## config.mk

```make
export PLATFORM = sky130hd
export DESIGN_NAME = wasm_instruction_decoder
export DESIGN_NICKNAME = d
export VERILOG_FILES = /design/src/wid_pkg.sv /design/src/wasm_instruction_decoder.sv
export SDC_FILE = /design/constraint.sdc
export NUM_CORES = 1
export LEC_CHECK = 0
export BUFFER_PORTS_ARGS = -buffer_cell sky130_fd_sc_hd__buf_2
export CAP_MARGIN = 20
export CELL_PAD_IN_SITES_DETAIL_PLACEMENT = 1
export CELL_PAD_IN_SITES_GLOBAL_PLACEMENT = 1
export CORE_ASPECT_RATIO = 0.7
export CORE_MARGIN = 2
export CORE_UTILIZATION = 40
export DETAILED_ROUTE_END_ITERATION = 10
export GPL_TIMING_DRIVEN = 0
export PLACE_DENSITY_LB_ADDON = 0.1
export SLEW_MARGIN = 20
export SYNTH_ARGS = -nofsm -noshare
export SYNTH_HDL_FRONTEND = slang
export SYNTH_SLANG_ARGS = --single-unit
```

## constraint.sdc

```tcl
create_clock -name clk -period 19.3 [get_ports clk]
set_clock_uncertainty 0.15 [all_clocks]
set_input_delay 0.965 -clock clk [delete_from_list [all_inputs] [get_ports clk]]
set_output_delay 0.965 -clock clk [all_outputs]
set_load 0.01 [all_outputs]
```

## src/wid_pkg.sv

```systemverilog
`timescale 1ns / 1ps
`default_nettype none

package wid_pkg;

	localparam int IN_DATA_W  = 8;
	localparam int OUT_DATA_W = 216;
	localparam int ERR_W      = 3;

	localparam int MAX_NESTING = 255;
	localparam int DEPTH_CAP   = (MAX_NESTING < 255) ? MAX_NESTING : 255;
	localparam logic [7:0] DEPTH_LIMIT = 8'(DEPTH_CAP);

	localparam logic [7:0] OP_UNREACHABLE = 8'h00;
	localparam logic [7:0] OP_NOP         = 8'h01;
	localparam logic [7:0] OP_IF          = 8'h04;
	localparam logic [7:0] OP_ELSE        = 8'h05;
	localparam logic [7:0] OP_END         = 8'h0B;
	localparam logic [7:0] OP_RETURN      = 8'h0F;
	localparam logic [7:0] OP_CALL        = 8'h10;
	localparam logic [7:0] OP_CALL_IND    = 8'h11;
	localparam logic [7:0] OP_RET_CALL    = 8'h12;
	localparam logic [7:0] OP_RET_CALL_IND = 8'h13;
	localparam logic [7:0] OP_DROP        = 8'h1A;
	localparam logic [7:0] OP_LOCAL_GET   = 8'h20;
	localparam logic [7:0] OP_LOCAL_SET   = 8'h21;
	localparam logic [7:0] OP_MEM_FIRST   = 8'h28;
	localparam logic [7:0] OP_MEM_LAST    = 8'h3E;
	localparam logic [7:0] OP_MEM_SIZE    = 8'h3F;
	localparam logic [7:0] OP_MEM_GROW    = 8'h40;
	localparam logic [7:0] OP_I32_CONST   = 8'h41;
	localparam logic [7:0] OP_I64_CONST   = 8'h42;
	localparam logic [7:0] OP_F32_CONST   = 8'h43;
	localparam logic [7:0] OP_F64_CONST   = 8'h44;
	localparam logic [7:0] OP_NUM_FIRST   = 8'h45;
	localparam logic [7:0] OP_NUM_LAST    = 8'hC4;

	localparam logic [63:0] MEMARG_INDEX_MIN = 64'd64;
	localparam logic [3:0]  F32_BYTES   = 4'd4;
	localparam logic [3:0]  F64_BYTES   = 4'd8;
	localparam logic [3:0]  I32_LEB_MAX = 4'd5;
	localparam logic [3:0]  I64_LEB_MAX = 4'd10;
	localparam logic [6:0]  LEB_STEP    = 7'd7;
	localparam logic [6:0]  ACC_BITS    = 7'd64;

	typedef enum logic [2:0] {
		KIND_NONE = 3'd0,
		KIND_I32  = 3'd1,
		KIND_I64  = 3'd2,
		KIND_F32  = 3'd3,
		KIND_F64  = 3'd4,
		KIND_MEMN = 3'd5
	} kind_t;

	typedef enum logic [2:0] {
		ERR_OK          = 3'd0,
		ERR_UNSUPPORTED = 3'd1,
		ERR_TRUNCATED   = 3'd2,
		ERR_OVERLONG    = 3'd3,
		ERR_NESTING     = 3'd4
	} err_t;

	typedef enum logic [1:0] {
		PH_OPCODE = 2'b01,
		PH_IMM    = 2'b10
	} phase_t;

	typedef struct packed {
		logic          supported;
		kind_t [2:0]   kinds;
	} class_t;

	typedef struct packed {
		logic [7:0]  nesting_depth;
		logic [63:0] imm_third;
		logic [63:0] imm_second;
		logic [63:0] imm_first;
		logic [1:0]  imm_count;
		logic [7:0]  opcode;
	} result_data_t;

	localparam int RES_DATA_W = $bits(result_data_t);
	localparam int PAD_W      = OUT_DATA_W - RES_DATA_W;

	typedef struct packed {
		logic         expr_end;
		err_t         error_code;
		result_data_t data;
	} result_t;

	function automatic class_t classify(input logic [7:0] op);
		class_t c;
		c.supported = 1'b1;
		c.kinds     = '{KIND_NONE, KIND_NONE, KIND_NONE};
		if (op == OP_END) begin
			c.supported = 1'b1;
		end else if (op >= OP_MEM_FIRST && op <= OP_MEM_LAST) begin
			c.kinds[0] = KIND_MEMN;
			c.kinds[1] = KIND_I64;
		end else if (op >= OP_NUM_FIRST && op <= OP_NUM_LAST) begin
			c.supported = 1'b1;
		end else begin
			case (op)
				OP_UNREACHABLE, OP_NOP, OP_ELSE, OP_RETURN, OP_DROP: begin
					c.supported = 1'b1;
				end
				OP_I32_CONST, OP_MEM_SIZE, OP_MEM_GROW, OP_CALL, OP_RET_CALL,
				OP_LOCAL_SET, OP_LOCAL_GET, OP_IF: begin
					c.kinds[0] = KIND_I32;
				end
				OP_I64_CONST: begin
					c.kinds[0] = KIND_I64;
				end
				OP_CALL_IND, OP_RET_CALL_IND: begin
					c.kinds[0] = KIND_I32;
					c.kinds[1] = KIND_I32;
				end
				OP_F32_CONST: begin
					c.kinds[0] = KIND_F32;
				end
				OP_F64_CONST: begin
					c.kinds[0] = KIND_F64;
				end
				default: begin
					c.supported = 1'b0;
				end
			endcase
		end
		return c;
	endfunction

endpackage

`default_nettype wire

```

## src/wasm_instruction_decoder.sv

```systemverilog
// Each byte is registered on input; its result is then registered in the output queue for the master side.
// The decoder takes one byte per cycle while the output queue is not full; its state updates once per byte.
// A two-entry output queue lets bytes keep flowing while one result waits.
// Reset (arst_n low, asynchronous) clears the decoder state and all valid flags.
// A byte with tlast set returns the decoder state to its reset values.
`timescale 1ns / 1ps
`default_nettype none

module wasm_instruction_decoder (
	input  logic                           clk,
	input  logic                           arst_n,
	input  logic                           s_tvalid,
	output logic                           s_tready,
	input  logic [wid_pkg::IN_DATA_W-1:0]  s_tdata,  // [7:0] data_byte
	input  logic                           s_tlast,
	output logic                           m_tvalid,
	input  logic                           m_tready,
	// [7:0] opcode, [9:8] imm_count, [73:10] imm_first, [137:74] imm_second,
	// [201:138] imm_third, [209:202] nesting_depth, [215:210] zero
	output logic [wid_pkg::OUT_DATA_W-1:0] m_tdata,
	output logic [wid_pkg::ERR_W-1:0]      m_tuser,  // [2:0] error_code
	output logic                           m_tlast
);
	import wid_pkg::*;

	logic       valid_s1;
	logic [7:0] byte_s1;
	logic       last_s1;

	phase_t              phase_q;
	logic [7:0]          opcode_q;
	kind_t [2:0]         kinds_q;
	logic [1:0]          slot_q;
	logic [63:0]         acc_q;
	logic [5:0]          shift_q;
	logic [3:0]          nbytes_q;
	logic [2:0][63:0]    store_q;
	logic [7:0]          depth_q;

	phase_t              phase_n;
	logic [7:0]          opcode_n;
	kind_t [2:0]         kinds_n;
	logic [1:0]          slot_n;
	logic [63:0]         acc_n;
	logic [5:0]          shift_n;
	logic [3:0]          nbytes_n;
	logic [2:0][63:0]    store_n;
	logic [7:0]          depth_n;

	logic                out_valid_q;
	result_t             out_q;
	logic                sk_valid_q;
	result_t             sk_q;

	logic                fire;
	logic                res_valid;
	result_t             res;

	class_t              cls;
	kind_t               kind;
	kind_t               next_kind;
	logic                is_float;
	logic [3:0]          nb_inc;
	logic [63:0]         acc_f;
	logic [63:0]         acc_l0;
	logic [63:0]         acc_l1;
	logic [63:0]         acc_l;
	logic [6:0]          fill_pos;
	logic                f_done;
	logic                cont;
	logic                overlong;
	logic                done;
	logic [63:0]         field_val;

	logic                fin;
	err_t                fin_err;
	err_t                err;
	logic [7:0]          fin_opcode;
	logic [1:0]          fin_slot;
	logic [2:0][63:0]    fin_store;
	logic                closes;
	logic [7:0]          depth_r;

	assign fire     = valid_s1 && !sk_valid_q;
	assign s_tready = !valid_s1 || fire;

	always_ff @(posedge clk or negedge arst_n) begin
		if (!arst_n) begin
			valid_s1 <= 1'b0;
		end else if (s_tready) begin
			valid_s1 <= s_tvalid;
		end
	end

	always_ff @(posedge clk) begin
		if (s_tvalid && s_tready) begin
			byte_s1 <= s_tdata[7:0];
			last_s1 <= s_tlast;
		end
	end

	assign cls = classify(byte_s1);

	always_comb begin
		case (slot_q)
			2'd0: kind = kinds_q[0];
			2'd1: kind = kinds_q[1];
			2'd2: kind = kinds_q[2];
			default: kind = KIND_NONE;
		endcase
	end

	assign is_float = (kind == KIND_F32) || (kind == KIND_F64);
	assign nb_inc   = nbytes_q + 4'd1;
	assign cont     = byte_s1[7];

	assign acc_f  = acc_q | ({56'd0, byte_s1} << {nbytes_q[2:0], 3'b000});
	assign f_done = nb_inc >= ((kind == KIND_F32) ? F32_BYTES : F64_BYTES);

	assign acc_l0   = acc_q | ({57'd0, byte_s1[6:0]} << shift_q);
	assign fill_pos = {1'b0, shift_q} + LEB_STEP;
	assign acc_l1   = (byte_s1[6] && !cont && fill_pos < ACC_BITS) ?
		(acc_l0 | ({64{1'b1}} << fill_pos[5:0])) : acc_l0;
	assign acc_l    = (kind == KIND_I64) ? acc_l1 : {{32{acc_l1[31]}}, acc_l1[31:0]};
	assign overlong = cont && (nb_inc >= ((kind == KIND_I64) ? I64_LEB_MAX : I32_LEB_MAX));

	assign done      = (kind == KIND_NONE) || (is_float ? f_done : !cont);
	assign field_val = (kind == KIND_NONE) ? acc_q : (is_float ? acc_f : acc_l);

	always_comb begin
		phase_n    = phase_q;
		opcode_n   = opcode_q;
		kinds_n    = kinds_q;
		slot_n     = slot_q;
		acc_n      = acc_q;
		shift_n    = shift_q;
		nbytes_n   = nbytes_q;
		store_n    = store_q;
		depth_n    = depth_q;
		fin        = 1'b0;
		fin_err    = ERR_OK;
		fin_opcode = opcode_q;
		fin_slot   = slot_q;
		fin_store  = store_q;
		next_kind  = KIND_NONE;
		err        = ERR_OK;
		closes     = 1'b0;
		depth_r    = depth_q;

		if (phase_q == PH_OPCODE) begin
			opcode_n   = byte_s1;
			kinds_n    = cls.kinds;
			slot_n     = 2'd0;
			store_n    = '0;
			acc_n      = '0;
			shift_n    = '0;
			nbytes_n   = '0;
			fin_opcode = byte_s1;
			fin_slot   = 2'd0;
			fin_store  = '0;
			if (!cls.supported) begin
				fin     = 1'b1;
				fin_err = ERR_UNSUPPORTED;
			end else if (cls.kinds[0] == KIND_NONE) begin
				fin = 1'b1;
			end else begin
				phase_n = PH_IMM;
			end
		end else if (kind != KIND_NONE && !is_float && overlong) begin
			fin     = 1'b1;
			fin_err = ERR_OVERLONG;
		end else if (done) begin
			case (slot_q)
				2'd0: store_n[0] = field_val;
				2'd1: store_n[1] = field_val;
				2'd2: store_n[2] = field_val;
				default: store_n = store_q;
			endcase
			if (kind == KIND_MEMN && !field_val[63] && field_val >= MEMARG_INDEX_MIN) begin
				kinds_n[1] = KIND_I32;
				kinds_n[2] = KIND_I64;
			end
			slot_n   = slot_q + 2'd1;
			acc_n    = '0;
			shift_n  = '0;
			nbytes_n = '0;
			case (slot_n)
				2'd1: next_kind = kinds_n[1];
				2'd2: next_kind = kinds_n[2];
				default: next_kind = KIND_NONE;
			endcase
			fin_slot  = slot_n;
			fin_store = store_n;
			if (next_kind == KIND_NONE) begin
				fin = 1'b1;
			end
		end else begin
			acc_n    = field_val;
			nbytes_n = nb_inc;
			shift_n  = is_float ? shift_q : (shift_q + 6'(LEB_STEP));
		end

		err = fin ? fin_err : ERR_TRUNCATED;
		if (fin && err == ERR_OK) begin
			if (fin_opcode == OP_END) begin
				if (depth_q == 8'd0) begin
					closes = 1'b1;
				end else begin
					depth_r = depth_q - 8'd1;
				end
			end else if (fin_opcode == OP_IF) begin
				if (depth_q >= DEPTH_LIMIT) begin
					err = ERR_NESTING;
				end else begin
					depth_r = depth_q + 8'd1;
				end
			end
			if (err == ERR_OK && last_s1 && !closes) begin
				err = ERR_TRUNCATED;
			end
		end

		if (fin) begin
			phase_n  = PH_OPCODE;
			slot_n   = 2'd0;
			acc_n    = '0;
			shift_n  = '0;
			nbytes_n = '0;
			depth_n  = depth_r;
		end

		if (last_s1) begin
			phase_n  = PH_OPCODE;
			opcode_n = '0;
			kinds_n  = '{KIND_NONE, KIND_NONE, KIND_NONE};
			slot_n   = 2'd0;
			acc_n    = '0;
			shift_n  = '0;
			nbytes_n = '0;
			store_n  = '0;
			depth_n  = '0;
		end
	end

	assign res_valid = fire && (fin || last_s1);

	always_comb begin
		res.expr_end           = closes;
		res.error_code         = err;
		res.data.opcode        = fin_opcode;
		res.data.imm_count     = fin_slot;
		res.data.imm_first     = (fin_slot > 2'd0) ? fin_store[0] : '0;
		res.data.imm_second    = (fin_slot > 2'd1) ? fin_store[1] : '0;
		res.data.imm_third     = (fin_slot > 2'd2) ? fin_store[2] : '0;
		res.data.nesting_depth = depth_r;
	end

	always_ff @(posedge clk or negedge arst_n) begin
		if (!arst_n) begin
			phase_q  <= PH_OPCODE;
			opcode_q <= '0;
			kinds_q  <= '{KIND_NONE, KIND_NONE, KIND_NONE};
			slot_q   <= '0;
			acc_q    <= '0;
			shift_q  <= '0;
			nbytes_q <= '0;
			store_q  <= '0;
			depth_q  <= '0;
		end else if (fire) begin
			phase_q  <= phase_n;
			opcode_q <= opcode_n;
			kinds_q  <= kinds_n;
			slot_q   <= slot_n;
			acc_q    <= acc_n;
			shift_q  <= shift_n;
			nbytes_q <= nbytes_n;
			store_q  <= store_n;
			depth_q  <= depth_n;
		end
	end

	always_ff @(posedge clk or negedge arst_n) begin
		if (!arst_n) begin
			out_valid_q <= 1'b0;
			sk_valid_q  <= 1'b0;
		end else if (out_valid_q && m_tready) begin
			if (sk_valid_q) begin
				sk_valid_q <= 1'b0;
			end else begin
				out_valid_q <= res_valid;
			end
		end else if (res_valid) begin
			if (out_valid_q) begin
				sk_valid_q <= 1'b1;
			end else begin
				out_valid_q <= 1'b1;
			end
		end
	end

	always_ff @(posedge clk) begin
		if (out_valid_q && m_tready) begin
			if (sk_valid_q) begin
				out_q <= sk_q;
			end else if (res_valid) begin
				out_q <= res;
			end
		end else if (res_valid) begin
			if (out_valid_q) begin
				sk_q <= res;
			end else begin
				out_q <= res;
			end
		end
	end

	assign m_tvalid = out_valid_q;
	assign m_tdata  = {PAD_W'(0), out_q.data};
	assign m_tuser  = out_q.error_code;
	assign m_tlast  = out_q.expr_end;

endmodule

`default_nettype wire

```

Word level (Yosys, flattened, before mapping)
Index checks and enable logic that the tools add are counted.
{"block": "classes", "bitwise": 4, "n_mux": 103, "magnitude_cmp": 12, "n_addsub": 6, "reduce_logical": 56, "shifts": 3, "eq_ne": 35}
{"operator": "$mux W214", "count": 5}
{"operator": "$mux W64", "count": 15}
{"operator": "$mux W192", "count": 4}
{"operator": "$or A64 B64 Y64", "count": 3}
{"operator": "$mux W8", "count": 9}
{"operator": "$ge A64 B7 Y1 const B", "count": 1}
{"operator": "$shl A64 B6 Y64 const A", "count": 1}
{"operator": "$shl A7 B6 Y64", "count": 1}
{"operator": "$shl A8 B6 Y64", "count": 1}
{"operator": "$mux W6", "count": 10}
{"operator": "$eq A8 B5 Y1 const B", "count": 5}
{"operator": "$eq A8 B7 Y1 const B", "count": 5}
{"operator": "$mux W3", "count": 12}
{"operator": "$mux W4", "count": 8}
{"operator": "$eq A8 B3 Y1 const B", "count": 3}
{"operator": "$eq A8 B4 Y1 const B", "count": 3}
{"operator": "$eq A8 B6 Y1 const B", "count": 3}
{"operator": "$mux W1", "count": 23}
{"operator": "$mux W2", "count": 11}
{"operator": "$reduce_or A18 Y1", "count": 1}
{"operator": "$logic_and A1 B1 Y1", "count": 16}
{"operator": "$logic_not A8 Y1", "count": 2}
{"operator": "$logic_not A3 Y1", "count": 5}
{"operator": "$pmux W3 S4", "count": 1}
{"operator": "other kinds (40)", "count": 71}
{"block": "word_totals", "ff_bits": 735, "in_bits": 13}

Longest topological paths before layout
{"block": "depth", "depth_word": 33, "mapped_depth": 21, "depth_no_buf": 18}

Worst setup path before layout
Ideal clock, no wire load.
{"block": "synth_timing", "path_type": "flip-flop to flip-flop", "from": "reg shift_q[0]", "to": "reg out_q, in the netlist m_tdata[0] (enable)", "setup_time_ns": 0.860, "path_slack_ns": 3.979, "stages_incl_launch_ff": 19, "arrival_time_ns": 14.311, "period_less_slack_ns": 15.321, "n_path_buf": 4, "cell_sequence": "dfrtp_1 -> buf_6 -> buf_2 -> buf_1 -> inv_1 -> ha_1 -> nor2b_1 -> or3_1 -> clkbuf_1 -> a211o_1 -> a221o_1 -> a31o_2 -> nor4_1 -> nand4_1 -> nor4_4 -> o31a_1 -> or2_2 -> o21ai_0 -> a21oi_1"}
{"block": "synth_between", "elab_chain_len": 24}
{"element": "start: declaration", "line_no": "wasm_instruction_decoder.sv:35", "text": "logic [5:0] shift_q;"}
{"element": "start signal: assignment", "line_no": "wasm_instruction_decoder.sv:275", "text": "shift_q <= shift_n;"}
{"element": "$add A6 B3 Y7 or $shl A7 B6 Y64 (tied branches)", "line_no": "wasm_instruction_decoder.sv:121, wasm_instruction_decoder.sv:120"}
{"element": "$shl A64 B6 Y64 (tied with other cells)", "line_no": "wasm_instruction_decoder.sv:123", "text": "(acc_l0 | ({64{1'b1}} << fill_pos[5:0])) : acc_l0;"}
{"element": "$or A64 B64 Y64 or $logic_and A1 B1 Y1 (tied branches)", "line_no": "wasm_instruction_decoder.sv:123, wasm_instruction_decoder.sv:122"}
{"element": "$mux W64 *", "line_no": "wasm_instruction_decoder.sv:122", "text": "assign acc_l1 = (byte_s1[6] && !cont && fill_pos < ACC_BITS) ?"}
{"element": "$mux W64 *", "line_no": "wasm_instruction_decoder.sv:124", "text": "assign acc_l = (kind == KIND_I64) ? acc_l1 : {{32{acc_l1[31]}}, acc_l1[31:0]};"}
{"element": "$mux W64 * (2 in a row)", "line_no": "wasm_instruction_decoder.sv:128", "text": "assign field_val = (kind == KIND_NONE) ? acc_q : (is_float ? acc_f : acc_l);"}
{"element": "parallel branches: the longest is 2 deep, another holds $ge A64 B7 Y1"}
{"element": "$logic_and A1 B1 Y1 *", "line_no": "wasm_instruction_decoder.sv:179", "text": "if (kind == KIND_MEMN && !field_val[63] && field_val >= MEMARG_INDEX_MIN) begin"}
{"element": "[6 not listed]"}
{"element": "$mux W1 *", "line_no": "wasm_instruction_decoder.sv:194", "text": "if (next_kind == KIND_NONE) begin"}
{"element": "$mux W1 *", "line_no": "wasm_instruction_decoder.sv:172", "text": "end else if (done) begin"}
{"element": "$mux W1 *", "line_no": "wasm_instruction_decoder.sv:169", "text": "end else if (kind != KIND_NONE && !is_float && overlong) begin"}
{"element": "$mux W1 *", "line_no": "wasm_instruction_decoder.sv:150", "text": "if (phase_q == PH_OPCODE) begin"}
{"element": "$logic_or A1 B1 Y1 *", "line_no": "wasm_instruction_decoder.sv:245", "text": "assign res_valid = fire && (fin || last_s1);"}
{"element": "$logic_and A1 B1 Y1 *", "line_no": "wasm_instruction_decoder.sv:245"}
{"element": "$reduce_bool A2 Y1 (no source line)"}
{"element": "$reduce_and A3 Y1 (no source line) *"}
{"element": "end signal: assignment", "line_no": "wasm_instruction_decoder.sv:304", "text": "out_q <= sk_q;"}
{"element": "end signal: assignment", "line_no": "wasm_instruction_decoder.sv:306", "text": "out_q <= res;"}
{"element": "end signal: assignment", "line_no": "wasm_instruction_decoder.sv:312", "text": "out_q <= res;"}
{"element": "end: declaration", "line_no": "wasm_instruction_decoder.sv:51", "text": "result_t out_q;"}
Every way passes the cells marked *. The select of a mux whose other input is x is not followed.
A chain may end at the register's enable or synchronous reset.

Worst setup path in the final report
{"block": "layout_timing", "from": "reg slot_q[0]", "to": "reg out_q, in the netlist m_tdata[119] (enable)"}
{"block": "layout_between", "elab_chain_len": 23}
{"element": "start: declaration", "line_no": "wasm_instruction_decoder.sv:33", "text": "logic [1:0] slot_q;"}
{"element": "start signal: assignment", "line_no": "wasm_instruction_decoder.sv:273", "text": "slot_q <= slot_n;"}
{"element": "parallel branches: the longest is 17 deep, another holds $ge A64 B7 Y1"}
{"element": "$mux W1 *", "line_no": "wasm_instruction_decoder.sv:169"}
{"element": "$mux W1 *", "line_no": "wasm_instruction_decoder.sv:150"}
{"element": "$logic_or A1 B1 Y1 *", "line_no": "wasm_instruction_decoder.sv:245"}
{"element": "$logic_and A1 B1 Y1 *", "line_no": "wasm_instruction_decoder.sv:245"}
{"element": "$reduce_bool A2 Y1 (no source line)"}
{"element": "$reduce_and A3 Y1 (no source line) *"}
Marked as above.

==> out/summary.txt <==
Clock tree from TritonCTS = built
Worst-path clk slew = 60 ps
Startpoint types = flop
Unique masters post-synth = 93
Post-synthesis sequential area ratio = 58.7%
Cell area after layout = 40800 sq um
DRT met1 WL = 69.1 mm
WP data arrival = 9610 ps
Worst Hold Margin = 41.9 ps
Final setup fails = 0
MaxCap Viol Count = 0
Sw frac = 22.0%
Cts bufs inserted = 75
Most used cell, CP = buf_16
Drt first pass iters = 7
Max VDD drop = 0.0566 mV
Final-report hold violation count = 0
DIE AREA = 90000 sq um
DIE WIDTH = 358 um
Fin. max-slew vios = 0
Hold_buf cts = 0
Layout area overhead = 16.5%
Top routing layer in use = met5
Period Utilization, post-route = 48.6%
Top cells by count, synth = nand2_1, edfxtp_1, nor2_1, dfrtp_1, o21ai_0
Port Buf Inserts = 228
Post-DP Area = 38400 sq um
Worst reg-to-reg path cell count = 26
CP Class = reg -> reg
EDFF count, synth = 437
Cells taking the most area after synthesis = edfxtp_1, dfrtp_1, nand2_1, nor2_1, o31ai_1
Most frequent cell after synthesis = nand2_1
Iter 0 DRT Violations = 3343
Slew HR = 16.4%
Antenna violations before repair = 6
Critical Path Fanout Max = 27
GP Congestion = 0.985
Post-Route WL = 153 mm
WL/cell = 31.3 um
Top FF cell, synth = edfxtp_1
Critical Path Source = slot_q[0]$_DFFE_PN0P_
Synthesized cell area = 35000 sq um
Worst-Margin Slew = 1250 ps
Final ANT Viol Nets = 0
Warning count from the yosys run = 0
Power Dens Cells = 76.7 nW/um^2
Share of flip-flops with an asynchronous set or reset = 40.5%
Gate power share = 0.6%
Via density = 6.22
FMAX = 107 MHz
Yosys top cell area share = 37.4%
Ports = 235
Leakage = 0.0160 uW
Vias in the first global route = 30800
Slowest-stage cell, CP = a31oi_1
CP required = 19530 ps
RSZ-0062 raised after global routing = no
Min cycle time layout = 9380 ps
DRC violations left = 0
FP Rows = 90
CTS Root Cell = clkbuf_16
Die span in y = 252 um
CTS Buffer Depth = 3
Via count = 30400
Initial core utilization = 40.5%
CP peak stage delay = 940 ps
Core region area = 86500 sq um
Clock sink count = 735
Status = complete, no violations
# resized after CTS = 0
Mean post-synth cell area = 10.5 sq um
Post-synth top area cell = edfxtp_1
NetSw = 688 uW
Setup tns final = 0 ps
Worst-Skew Late Latency = 690 ps
Power share of the clock group = 46.7%
Post-synthesis instance total = 3326
Pin count of the biggest net entering global routing = 97
Share of post-route cells with drive strength above 1 = 15.0%
Int Power = 2440 uW
Crit. End Element = flop
Overall power = 3130 uW
Depth of the CTS H-tree = 3
Residual overflow from global routing = 0
Reg power frac = 52.8%
First-pass GRT wire length = 220 mm
Hold Path Class = in -> async
Dpl hpwl = 117 mm
Gr usage total = 33.7%
Metal2 WL = 67.1 mm
Final net count = 3702
Setup bufs post-CTS = 0
Number of synthesized register bits = 735
RR Startpoint = slot_q[0]$_DFFE_PN0P_
Routed length on met3 = 12.8 mm
power by group through the flow:
stage               Combinational (uW)  Clock (uW)  Sequential [uW]
floorplan                         1.45           0             1680
global placement                  16.2           0             1680
detailed placement                18.9           0             1680
CTS                               18.9        1480             1650
global route                      20.7        1530             1650
finish                            18.3        1460             1650
area by class of cell:
| type | count | area [sq um] |
|---|---|---|
| plain buffers | 271 | 1100 |
| clock buffers | 104 | 2030 |
| inverters | 39 | 146 |
| clock inverters | 36 | 360 |
| diodes | 2 | 5.00 |
| flip-flops and latches | 735 | 20600 |
| multi-input cells | 2286 | 13400 |
| well taps | 1150 | 1440 |
| repair buffers | 261 | 1760 |
| fillers | 9532 | 45700 |
metrics by stage:
step | utilization, % | std cells | setup slack, ps
after floorplan | - | 3331 | 3980
after global placement | 43.5 | 4709 | -2380
after detailed placement | 44.4 | 4741 | 10110
after CTS | 47.2 | 4881 | 10080
after global routing | 47.2 | 4882 | 9630
final | 47.2 | 4884 | 9920
sequential cells by signal, summed over array words and instances (netlist names):
| register | flops |
|---|---|
| m_tdata | 210 |
| sk_q | 214 |
| store_q | 192 |
| depth_q | 8 |
| nbytes_q | 4 |
| sk_valid_q | 1 |
| last_s1 | 1 |
| shift_q | 6 |
| m_tlast | 1 |
| valid_s1 | 1 |
| opcode_q | 8 |
| phase_q | 2 |
| byte_s1 | 8 |
| kinds_q | 9 |
| m_tvalid | 1 |
| m_tuser | 3 |
| acc_q | 64 |
| slot_q | 2 |
layout by cell type (no fill, tap or decap), types with 12 or more instances in the layout:
| master | instances |
|---|---|
| ha_1 | 20 |
| mux2_2 | 73 |
| buf_1 | 32 |
| and2_1 | 23 |
| clkbuf_1 | 218 |
| o31ai_1 | 144 |
| inv_1 | 38 |
| clkbuf_16 | 75 |
| nand4_1 | 16 |
| nor2b_1 | 29 |
| clkinv_2 | 12 |
| buf_16 | 15 |
| o22ai_1 | 30 |
| mux2i_1 | 70 |
| a22o_1 | 75 |
| o211ai_1 | 15 |
| buf_2 | 266 |
| a221oi_1 | 14 |
| nand3_1 | 25 |
| or2_2 | 13 |
| nand2_1 | 558 |
| nor3_1 | 67 |
| a21o_1 | 15 |
| nor4bb_1 | 12 |
| a21oi_1 | 193 |
| a211oi_1 | 26 |
| nor4_1 | 14 |
| dfrtp_1 | 297 |
| a31oi_1 | 38 |
| o21ai_0 | 220 |
| nor2_1 | 336 |
| nand2b_1 | 23 |
| edfxtp_1 | 437 |
critical path, delay by kind of cell, from the launching register on:
kind,cells,cell delay (ps)
AOI/OAI and AO/OA,7,2950
adders and majority gates,1,290
and+or+nand+nor,5,1480
DFF,1,440
buffers and inverters,13,3630
cell families after synthesis:
logic type / after synthesis / share of synthesized area (%)
AND/OR/NAND/NOR: 1190 / 15.2
other: 1 / 0.0107
XOR/XNOR: 8 / 0.200
multiplexers: 144 / 4.41
flip-flops: 735 / 58.7
buffers and inverters: 310 / 3.55
AO/OA/AOI/OAI: 918 / 17.2
adder cells (fa/ha/maj): 20 / 0.714
metal layers:
layer	vias to the layer above	GRT usage, %
met2	1379	50.5
met4	4	8.30
met1	15900	49.5
met3	210	7.29
met5	-	0
li1	12900	-
final timing paths:
kind | endpoint | slack (ps)
setup / recovery | m_tdata[119]$_DFFE_PP_ | 9920
hold / removal | depth_q[7]$_DFFE_PN0P_ | 40
setup reg to reg | m_tdata[119]$_DFFE_PP_ | 9920
hold reg to reg | opcode_q[0]$_DFFE_PN0P_ | 330
max in group asynchronous | store_q[161]$_DFFE_PN0P_ | 17560
min in group clk | last_s1$_DFFE_PP_ | 310
Power figures use the tool's default switching activity.
